`src/rtl/aabbpp_pkg.sv`:
```
// ----------------------------------------------------------------------------
// aabbpp_pkg: shared types and helpers for the box push-out block
// Payload types of both channels, the stored box entry, sequencer states,
// register indexes and the fixed point clamp and saturation helpers.
// ----------------------------------------------------------------------------
`default_nettype none

package aabbpp_pkg;

	// A coordinate in signed fixed point.
	typedef logic signed [15:0] coord_t;

	// A full box size along one axis.
	typedef logic [14:0] size_t;

	// Wide bound or distance: center plus or minus a grown half-size.
	typedef logic signed [17:0] wide_t;

	// One input beat.
	typedef struct packed {
		logic        mode;
		logic [5:0]  box_index;
		coord_t      box_center_x;
		coord_t      box_center_y;
		coord_t      box_center_z;
		size_t       box_width;
		size_t       box_height;
		size_t       box_length;
		coord_t      point_x;
		coord_t      point_y;
		coord_t      point_z;
	} req_item_t;

	// One result beat.
	typedef struct packed {
		coord_t out_x;
		coord_t out_y;
		coord_t out_z;
		logic   was_pushed;
		logic   was_clamped;
	} rsp_item_t;

	// One entry of the box table.
	typedef struct packed {
		coord_t cx;
		coord_t cy;
		coord_t cz;
		size_t  sx;
		size_t  sy;
		size_t  sz;
	} box_t;

	// Item kinds carried in the mode field.
	localparam logic MODE_LOAD    = 1'b0;
	localparam logic MODE_RESOLVE = 1'b1;

	// Configuration register indexes.
	typedef enum logic [2:0] {
		REG_BOX_COUNT    = 3'd0,
		REG_PROBE_RADIUS = 3'd1,
		REG_ROOM_MIN_XZ  = 3'd2,
		REG_ROOM_MAX_XZ  = 3'd3,
		REG_ROOM_MIN_Y   = 3'd4,
		REG_ROOM_MAX_Y   = 3'd5
	} reg_idx_t;

	// Sequencer states.
	typedef enum logic [3:0] {
		ST_IDLE  = 4'b0001,
		ST_CLAMP = 4'b0010,
		ST_WALK  = 4'b0100,
		ST_DONE  = 4'b1000
	} state_t;

	// Saturate a wide value to the coordinate range.
	function automatic coord_t sat16(input wide_t v);
		coord_t r;
		if (v > 18'sd32767) begin
			r = 16'sh7fff;
		end else if (v < -18'sd32768) begin
			r = 16'sh8000;
		end else begin
			r = v[15:0];
		end
		return r;
	endfunction

	// Clamp into [lo, hi]; an inverted range yields lo.
	function automatic coord_t clamp(input coord_t v, input coord_t lo, input coord_t hi);
		coord_t t;
		t = (v < hi) ? v : hi;
		t = (t > lo) ? t : lo;
		return t;
	endfunction

endpackage

`default_nettype wire

```
`src/rtl/aabbpp_box_unit.sv`:
```
// ----------------------------------------------------------------------------
// aabbpp_box_unit: shared box test and push-out unit
// Registers the grown bounds of the box read from the table, then tests the
// working point against them and moves it onto the face of least penetration.
// ----------------------------------------------------------------------------
`default_nettype none

module aabbpp_box_unit (
	input  wire logic               clk,
	input  wire aabbpp_pkg::box_t   box,
	input  wire aabbpp_pkg::size_t  radius,
	input  wire aabbpp_pkg::coord_t p [3],
	output aabbpp_pkg::coord_t      p_next [3],
	output logic                    moved
);

	aabbpp_pkg::coord_t c [3];
	aabbpp_pkg::size_t  s [3];
	logic [16:0]        h [3];
	aabbpp_pkg::wide_t  lo_s2 [3];
	aabbpp_pkg::wide_t  hi_s2 [3];
	aabbpp_pkg::wide_t  d [6];
	logic               in_box;
	logic [2:0]         i01, i23, i45, i03, best;
	logic [1:0]         ax;
	aabbpp_pkg::coord_t face;

	assign c[0] = box.cx;
	assign c[1] = box.cy;
	assign c[2] = box.cz;
	assign s[0] = box.sx;
	assign s[1] = box.sy;
	assign s[2] = box.sz;

	// Half-size grown by the probe radius.
	always_comb begin
		for (int a = 0; a < 3; a++) begin
			h[a] = 17'(s[a][14:1]) + 17'(radius);
		end
	end

	// Wide bounds of the grown box, independent of the point.
	always_ff @(posedge clk) begin
		for (int a = 0; a < 3; a++) begin
			lo_s2[a] <= {{2{c[a][15]}}, c[a]} - {1'b0, h[a]};
			hi_s2[a] <= {{2{c[a][15]}}, c[a]} + {1'b0, h[a]};
		end
	end

	// Distances to the six faces; all non-negative means inside.
	always_comb begin
		for (int a = 0; a < 3; a++) begin
			d[2*a]   = {{2{p[a][15]}}, p[a]} - lo_s2[a];
			d[2*a+1] = hi_s2[a] - {{2{p[a][15]}}, p[a]};
		end
		in_box = 1'b1;
		for (int k = 0; k < 6; k++) begin
			if (d[k][17]) begin
				in_box = 1'b0;
			end
		end
	end

	// Smallest distance; the lower face index wins a tie.
	always_comb begin
		i01  = (d[1] < d[0]) ? 3'd1 : 3'd0;
		i23  = (d[3] < d[2]) ? 3'd3 : 3'd2;
		i45  = (d[5] < d[4]) ? 3'd5 : 3'd4;
		i03  = (d[i23] < d[i01]) ? i23 : i01;
		best = (d[i45] < d[i03]) ? i45 : i03;
		ax   = best[2:1];
		face = aabbpp_pkg::sat16(best[0] ? hi_s2[ax] : lo_s2[ax]);
	end

	// Move the chosen axis onto its face.
	always_comb begin
		for (int a = 0; a < 3; a++) begin
			p_next[a] = (in_box && (ax == 2'(a))) ? face : p[a];
		end
		moved = in_box && (face != p[ax]);
	end

endmodule

`default_nettype wire

```
`config.mk`:
```
export PLATFORM = sky130hd
export DESIGN_NAME = aabbpp_box_unit
export DESIGN_NICKNAME = d
export VERILOG_FILES = /design/src/rtl/aabbpp_pkg.sv /design/src/rtl/aabbpp_box_unit.sv
export SDC_FILE = /design/constraint.sdc
export NUM_CORES = 1
export LEC_CHECK = 0
export BUFFER_PORTS_ARGS = -buffer_cell sky130_fd_sc_hd__buf_4
export CAP_MARGIN = 20
export CORE_UTILIZATION = 55
export CTS_CLUSTER_SIZE = 12
export DETAILED_ROUTE_END_ITERATION = 8
export PLACE_DENSITY = 0.76
export SLEW_MARGIN = 20
export SYNTH_ARGS = -nofsm -noshare
export SYNTH_HDL_FRONTEND = slang
export SYNTH_SLANG_ARGS = --single-unit
```
`constraint.sdc`:
```
create_clock -name clk -period 20.2 [get_ports clk]
set_clock_uncertainty 0.05 [all_clocks]
set_input_delay 4.04 -clock clk [delete_from_list [all_inputs] [get_ports clk]]
set_output_delay 4.04 -clock clk [all_outputs]
set_load 0.01 [all_outputs]
```
==> qor_table.md, run 1 <==
| Quantity | Value |
|---|---|
| CORE AREA | 30,670 sq um |
| DR WL/cell | 20.04 microns |
| Setup slack at placement | 165.2 ps |
| Global-route usage over all layers | 0.3642 |
| Top cells by instance count after synthesis | ha_1 (322), inv_1 (299), a21oi_1 (253) |
| CP max-delay cell | or4_1 |
| Wire length of the first global-routing pass | 87,820 microns |
| Run status | complete, no violations |
| Post-synth design cell area | 17,220 sq um |
| TritonCTS sink count | 105 |
| Post-Synthesis Net Count | 2,732 |
| Via count of the first global-routing pass | 16.70k |
| Seq cells post-synth | 105 |
| Weighted congestion reported at the end of routability-driven placement | 1.020 |
| Endpoint type of the worst setup path | output port |
| Clock-pin slew on the worst setup and hold paths | 70 ps |
| Area fraction in compound gates after synthesis | 0.2568 |
| Syn Area/Cell | 7.696 sq um |
| Leading cell types by total area after synthesis | ha_1 (23%), dfxtp_1 (12%), xnor2_1 (8.9%) |
| Adder and majority cell fraction of the synthesized area | 0.2525 |
| Post-synthesis async set-or-reset flop share | 0 |
| Fraction of final layout cells sized beyond drive strength 1 | 0.1681 |
| Violation count after the first detailed-routing iteration | 1,332 |
| CTS tree | built |
| Main combinational cell family by area after synthesis | compound AO/OA/AOI/OAI gates |
| Library cell used as clock root buffer | clkbuf_16 |
| Cells after synthesis | 2,238 |
| Number of H-tree branching levels | 3 |
| Post-synthesis to final-layout area growth | 18.19% |
| Number of iterations in the first detailed-routing pass | 6 |
| Die outline area | 32,020 sq um |
| Final Max Tran Viols | 0 |
| Die W | 179.0 microns |
| Placement Rows | 64 |
| Share of the synthesized area in the top cell type | 0.2339 |
| Min setup slack post-route | 526.3 ps |
| Number of buffer cells added on primary ports | 202 |
| Number of enable flip-flop cells after synthesis | 0 |
| Initial antenna violation count | 1 |
| Final-report setup violation count | 0 |
| Worst hold margin | 3873 ps |
| Sort of element at the start of the critical path | input port |
| Min Tclk post-route | 19,670 ps |
| Boundary Pins | 206 |
| Share of the clock period used by the worst path after layout | 0.9739 |
| Required time reported for the critical path endpoint | 16,110 ps |
| Floorplan die height | 179.0 microns |
| Nets | 3,018 |
| Worst hold path depth | 2 |
| Maximum Capacitance Violations | 0 |
| Cell type with the largest total area after synthesis | ha_1 |
| Endpoint, Worst Hold | hi_s2[1][17]$_DFF_P_ |
| Most instantiated flip-flop cell in the synthesis netlist | dfxtp_1 |
| Maximum cell stage delay along the critical path | 480 ps |
| Diode count | 0 |
| Vias | 17.26k |
| Final antenna-violating net count | 0 |
| Part of the Yosys area used for sequential elements | 0.1220 |
| Largest net degree at the start of global routing | 35 |
| Number of hold buffers added after CTS | 0 |
| Xor and xnor fraction of the mapped netlist area | 0.1090 |
| Transition time of the tightest slew-check pin | 927.7 ps |
| Slew Limit Headroom | 0.3815 |
| DRC violations left | 0 |
| Total CTS buffers | 9 |
| Share of synthesized cell area in and, or, nand and nor gates | 0.1167 |
| Grt ovf | 0 |
| Start point of the worst min-delay path | box[76] |
| Fillcell total | 2,744 |
| Max Fclk | 50.83 MHz |
| Final design utilization | 0.6637 |
| Effective utilization at floorplan | 0.5616 |
| Top-count cell post-synth | ha_1 |
| Crit path max fanout | 12 |
| Wire length reported by the detailed router | 58,620 microns |
| Share of synthesized area spent on multiplexers | 0.06814 |
| Data arrival time of the critical path | 15,580 ps |
| Buffer depth of the longest clock path | 2 |
| Classification of the worst-slack hold path | input port to register |
| HPWL Detailed | 50,840 microns |
| Ratio of routed vias to standard cells | 5.902 |
| Startpoint-to-endpoint class of the critical path | input port to output port |
| Final Hold Fails | 0 |
| Number of distinct standard cells referenced by the synthesized netlist | 80 |
| Warnings, synthesis | 0 |
| Cell type with the highest occurrence count on the critical path | buf_4 |
-- worst max path at each step --
stage / from / endpoint
3_5_place_dp: p[32] / moved
6_report: p[32] / moved
5_1_grt: p[32] / moved
3_3_place_gp: p[32] / moved
2_1_floorplan: p[32] / moved
4_1_cts: p[32] / moved
-- layer usage --
metal  up-vias  track usage  wire, microns
li1       8415            -              -
met1      8087       0.4727          25700
met2       647       0.6258          27370
met3       113      0.02926           3575
met4         2       0.1321           1944
met5         -            0             34
-- cell families after synthesis --
group | count (synthesis)
AO/OA/AOI/OAI | 702
XOR/XNOR | 212
adder cells (fa/ha/maj) | 339
buffers and inverters | 342
flip-flops | 105
multiplexers | 108
AND/OR/NAND/NOR | 430
-- layout make-up --
| cell class | count | area, sq um | share of cell area |
|---|---|---|---|
| multi-input combinational | 1791 | 13920 | 0.6838 |
| timing repair buffer | 318 | 2429 | 0.1193 |
| sequential | 105 | 2102 | 0.1033 |
| inverter | 299 | 1122 | 0.05514 |
| tap | 396 | 495.5 | 0.02434 |
| clock buffer | 12 | 236.5 | 0.01162 |
| clock inverter | 4 | 52.55 | 0.002582 |
-- cells in the final DEF (no fill, tap or decap), drive strengths merged, types with 12 or more instances in the layout --
| cell | Yosys | layout |
|---|---|---|
| nand2b | 24 | 24 |
| o21a | 22 | 22 |
| nor2 | 127 | 127 |
| nor4 | 12 | 12 |
| xor2 | 36 | 36 |
| buf | 11 | 318 |
| inv | 299 | 300 |
| nor3 | 26 | 26 |
| clkbuf | 32 | 12 |
| dfxtp | 105 | 105 |
| fa | 15 | 15 |
| a21o | 42 | 42 |
| xnor2 | 175 | 175 |
| nand2 | 132 | 132 |
| o211ai | 22 | 22 |
| a21oi | 255 | 255 |
| mux2i | 43 | 43 |
| nor2b | 23 | 23 |
| nand4 | 12 | 12 |
| ha | 322 | 322 |
| o21ai | 131 | 131 |
| o21bai | 114 | 114 |
| mux2 | 64 | 64 |
| a21boi | 14 | 14 |
| a211oi | 17 | 17 |
| nand3 | 30 | 30 |
-- through the flow --
stage | instances | TNS [ps] | cell area (sq um)
CTS | 2922 | 0 | 20280
global placement | 2906 | 0 | 19990
floorplan | 2238 | 0 | 17220
global route | 2925 | -31.71 | 20360
finish | 2925 | 0 | 20360
detailed placement | 2906 | 0 | 19990
-- worst max-delay path, delay by kind of cell --
family	cells	cell delay, ps
adders and majority gates	5	1590
muxes	2	650
and+or+nand+nor	17	2910
buffers and inverters	12	1710
AOI/OAI and AO/OA	23	4370
xor gates and xnor gates	1	240
-- state kept, by name (all words and copies together) (netlist names) --
name,flops
lo_s2,51
hi_s2,54
-- repair_timing --
action / CTS / global route
resized for setup: 0 / 16
endpoints found under the setup margin: 0 / 49
buffers inserted: 0 / 3
Power of run 1 is left out: the tool's default activity adds up to more than one toggle a clock period on the data nets, which glitch-free logic cannot reach.
==> run 2, diff against run 1 <==
--- a/config.mk
+++ b/config.mk
@@ -5,11 +5,12 @@
 export SDC_FILE = /design/constraint.sdc
 export NUM_CORES = 1
 export LEC_CHECK = 0
-export BUFFER_PORTS_ARGS = -buffer_cell sky130_fd_sc_hd__buf_4
+export BUFFER_PORTS_ARGS = -buffer_cell sky130_fd_sc_hd__buf_2
 export CAP_MARGIN = 20
 export CORE_UTILIZATION = 55
 export CTS_CLUSTER_SIZE = 12
 export DETAILED_ROUTE_END_ITERATION = 8
+export MAX_ROUTING_LAYER = met4
 export PLACE_DENSITY = 0.76
 export SLEW_MARGIN = 20
 export SYNTH_ARGS = -nofsm -noshare
==> run 2 against run 1 <==
Compared with the run above:
- worst hold slack better by 39 ps
- routed wire length fell by 2.0%
- design area fell by 2.4%
- non-clock buffer count up 2
- first-iteration DRC count fell by 11%
- die area stayed put
- count of clock-buffer cells in the layout down 2
- final cell count increased by 0.10%
- sequential cell count is the same
- utilization decreased by 1.6 points
==> qor_table.md, run 2 (synthesis gave the netlist of run 1 again) <==
| Quantity | Value | vs previous |
|---|---|---|
| Run status | complete, no violations | unchanged |
| Beginning of the critical path | p[32] | unchanged |
| Global-route usage over all layers | 0.3664 | was 0.3642 |
| Commonest cells after routing, fill and taps aside | ha_1 (322), inv_1 (299), a21oi_1 (252) | was ha_1 (322), buf_4 (314), inv_1 (299) |
| Largest net degree at the start of global routing | 41 | was 35 |
| Nets | 3,020 | was 3,018 |
| Grt ovf | 0 | unchanged |
| Violation count after the first detailed-routing iteration | 1,182 | was 1,332 |
| Die outline area | 32,020 sq um | unchanged |
| Wire length of the first global-routing pass | 85,990 microns | was 87,820 microns |
| Die W | 179.0 microns | unchanged |
| Final-report setup violation count | 0 | unchanged |
| Largest regs | hi_s2: 54 flops, lo_s2: 51 flops | unchanged |
| Transition time of the tightest slew-check pin | 768.1 ps | was 927.7 ps |
| Slew Limit Headroom | 0.4836 | was 0.3815 |
| HPWL Detailed | 50,140 microns | was 50,840 microns |
| Effective utilization at floorplan | 0.5616 | unchanged |
| Final antenna-violating net count | 0 | unchanged |
| Total CTS buffers | 9 | unchanged |
| Number of buffer cells added on primary ports | 202 | unchanged |
| Ratio of routed vias to standard cells | 5.852 | was 5.902 |
| Cell type with the highest occurrence count on the critical path | buf_4 | unchanged |
| Endpoint type of the worst setup path | output port | unchanged |
| Buffer depth of the longest clock path | 2 | unchanged |
| Maximum cell stage delay along the critical path | 440 ps | was 480 ps |
| Library cell used as clock root buffer | clkbuf_16 | unchanged |
| Max Fclk | 50.87 MHz | was 50.83 MHz |
| Maximum Capacitance Violations | 0 | unchanged |
| Sort of element at the start of the critical path | input port | unchanged |
| Required time reported for the critical path endpoint | 16,110 ps | about the same |
| CTS tree | built | unchanged |
| Via count of the first global-routing pass | 16.31k | was 16.70k |
| Wire length reported by the detailed router | 57,470 microns | was 58,620 microns |
| Worst setup path endpoint | moved | unchanged |
| TritonCTS sink count | 105 | unchanged |
| Number of iterations in the first detailed-routing pass | 5 | was 6 |
| Floorplan die height | 179.0 microns | unchanged |
| Weighted congestion reported at the end of routability-driven placement | 1.052 | was 1.020 |
| Flip-flop count of the largest register after layout | 54 | unchanged |
| Min Tclk post-route | 19,660 ps | was 19,670 ps |
| Boundary Pins | 206 | unchanged |
| Fraction of final layout cells sized beyond drive strength 1 | 0.1703 | was 0.1681 |
| Startpoint-to-endpoint class of the critical path | input port to output port | unchanged |
| Final Hold Fails | 0 | unchanged |
| Fillcell total | 2,724 | was 2,744 |
| Final Max Tran Viols | 0 | unchanged |
| Clock-pin slew on the worst setup and hold paths | 70 ps | about the same |
| CP max-delay cell | mux2i_1 | was or4_1 |
| Vias | 17.13k | was 17.26k |
| Number of hold buffers added after CTS | 0 | unchanged |
| Post-synthesis to final-layout area growth | 15.39% | was 18.19% |
| Share of the clock period used by the worst path after layout | 0.9732 | was 0.9739 |
| Most common cell after layout, fill and taps aside | ha_1 | unchanged |
| Placement Rows | 64 | unchanged |
| DR WL/cell | 19.63 microns | was 20.04 microns |
| Worst hold margin | 3912 ps | was 3873 ps |
| CORE AREA | 30,670 sq um | unchanged |
| Number of H-tree branching levels | 3 | unchanged |
| Data arrival time of the critical path | 15,570 ps | was 15,580 ps |
| Reg with most FFs | hi_s2 | unchanged |
| Crit path max fanout | 13 | was 12 |
| Classification of the worst-slack hold path | input port to register | unchanged |
| Initial antenna violation count | 1 | unchanged |
| DRC violations left | 0 | unchanged |
[run 2: changes by cell type in the layout (fill, tap and decap cells not counted), sizes merged]
cell / delta
clkinvlp: +2
diode: +1
bufinv: -1
buf: +2
clkbuf: -2
inv: +1
[run 2: area by class of cell]
| class | count | area [sq um] | area share |
|---|---|---|---|
| clock buffer | 10 | 229.0 | 0.01152 |
| clock inverter | 6 | 51.30 | 0.002581 |
| multi-input combinational | 1791 | 13930 | 0.7011 |
| antenna | 1 | 2.502 | 0.0001259 |
| inverter | 299 | 1122 | 0.05648 |
| sequential | 105 | 2102 | 0.1058 |
| tap | 396 | 495.5 | 0.02493 |
| timing repair buffer | 320 | 1938 | 0.09753 |
[run 2: per-layer routing]
layer,global-route usage,up-vias,part of all wire
li1,-,8437,-
met1,0.4642,7943,0.44
met2,0.5957,647,0.46
met3,0.04601,107,0.071
met4,0.1303,0,0.034
met5,-,-,0
[run 2: metrics by stage]
stage          setup TNS [ps]  utilization  setup slack (ps)  cell area, sq um  instances
6_report                    0       0.6480             542.1             19870       2928
5_1_grt                -49.79       0.6480            -49.79             19870       2928
4_1_cts                     0       0.6454             123.8             19800       2926
3_5_place_dp                0       0.6363             203.6             19520       2910
3_3_place_gp                0       0.6363             272.9             19520       2910
2_1_floorplan               0            -             758.2             17220       2238
[run 2: worst min path at each step]
stage / start / end / depth (start not counted)
2_1_floorplan: box[92] / hi_s2[0][16]$_DFF_P_ / 1
3_3_place_gp: box[60] / hi_s2[2][17]$_DFF_P_ / 2
3_5_place_dp: box[92] / hi_s2[0][17]$_DFF_P_ / 2
4_1_cts: box[92] / hi_s2[0][17]$_DFF_P_ / 2
5_1_grt: box[92] / hi_s2[0][17]$_DFF_P_ / 2
6_report: box[92] / hi_s2[0][17]$_DFF_P_ / 2
[run 2: repair_timing]
item,in CTS,in global routing
gates resized for setup,0,22
setup endpoints to repair,0,22
buffers inserted,0,1
[run 2: worst max-delay path, delay by kind of cell]
| family | cells | cell delay [ps] |
|---|---|---|
| AO/OA/AOI/OAI | 25 | 4660 |
| AND/OR/NAND/NOR | 16 | 2570 |
| buffers and inverters | 12 | 1930 |
| adder cells (fa/ha/maj) | 5 | 1390 |
| multiplexers | 2 | 840 |
| XOR/XNOR | 1 | 140 |
Power of run 2 is left out for the same reason.
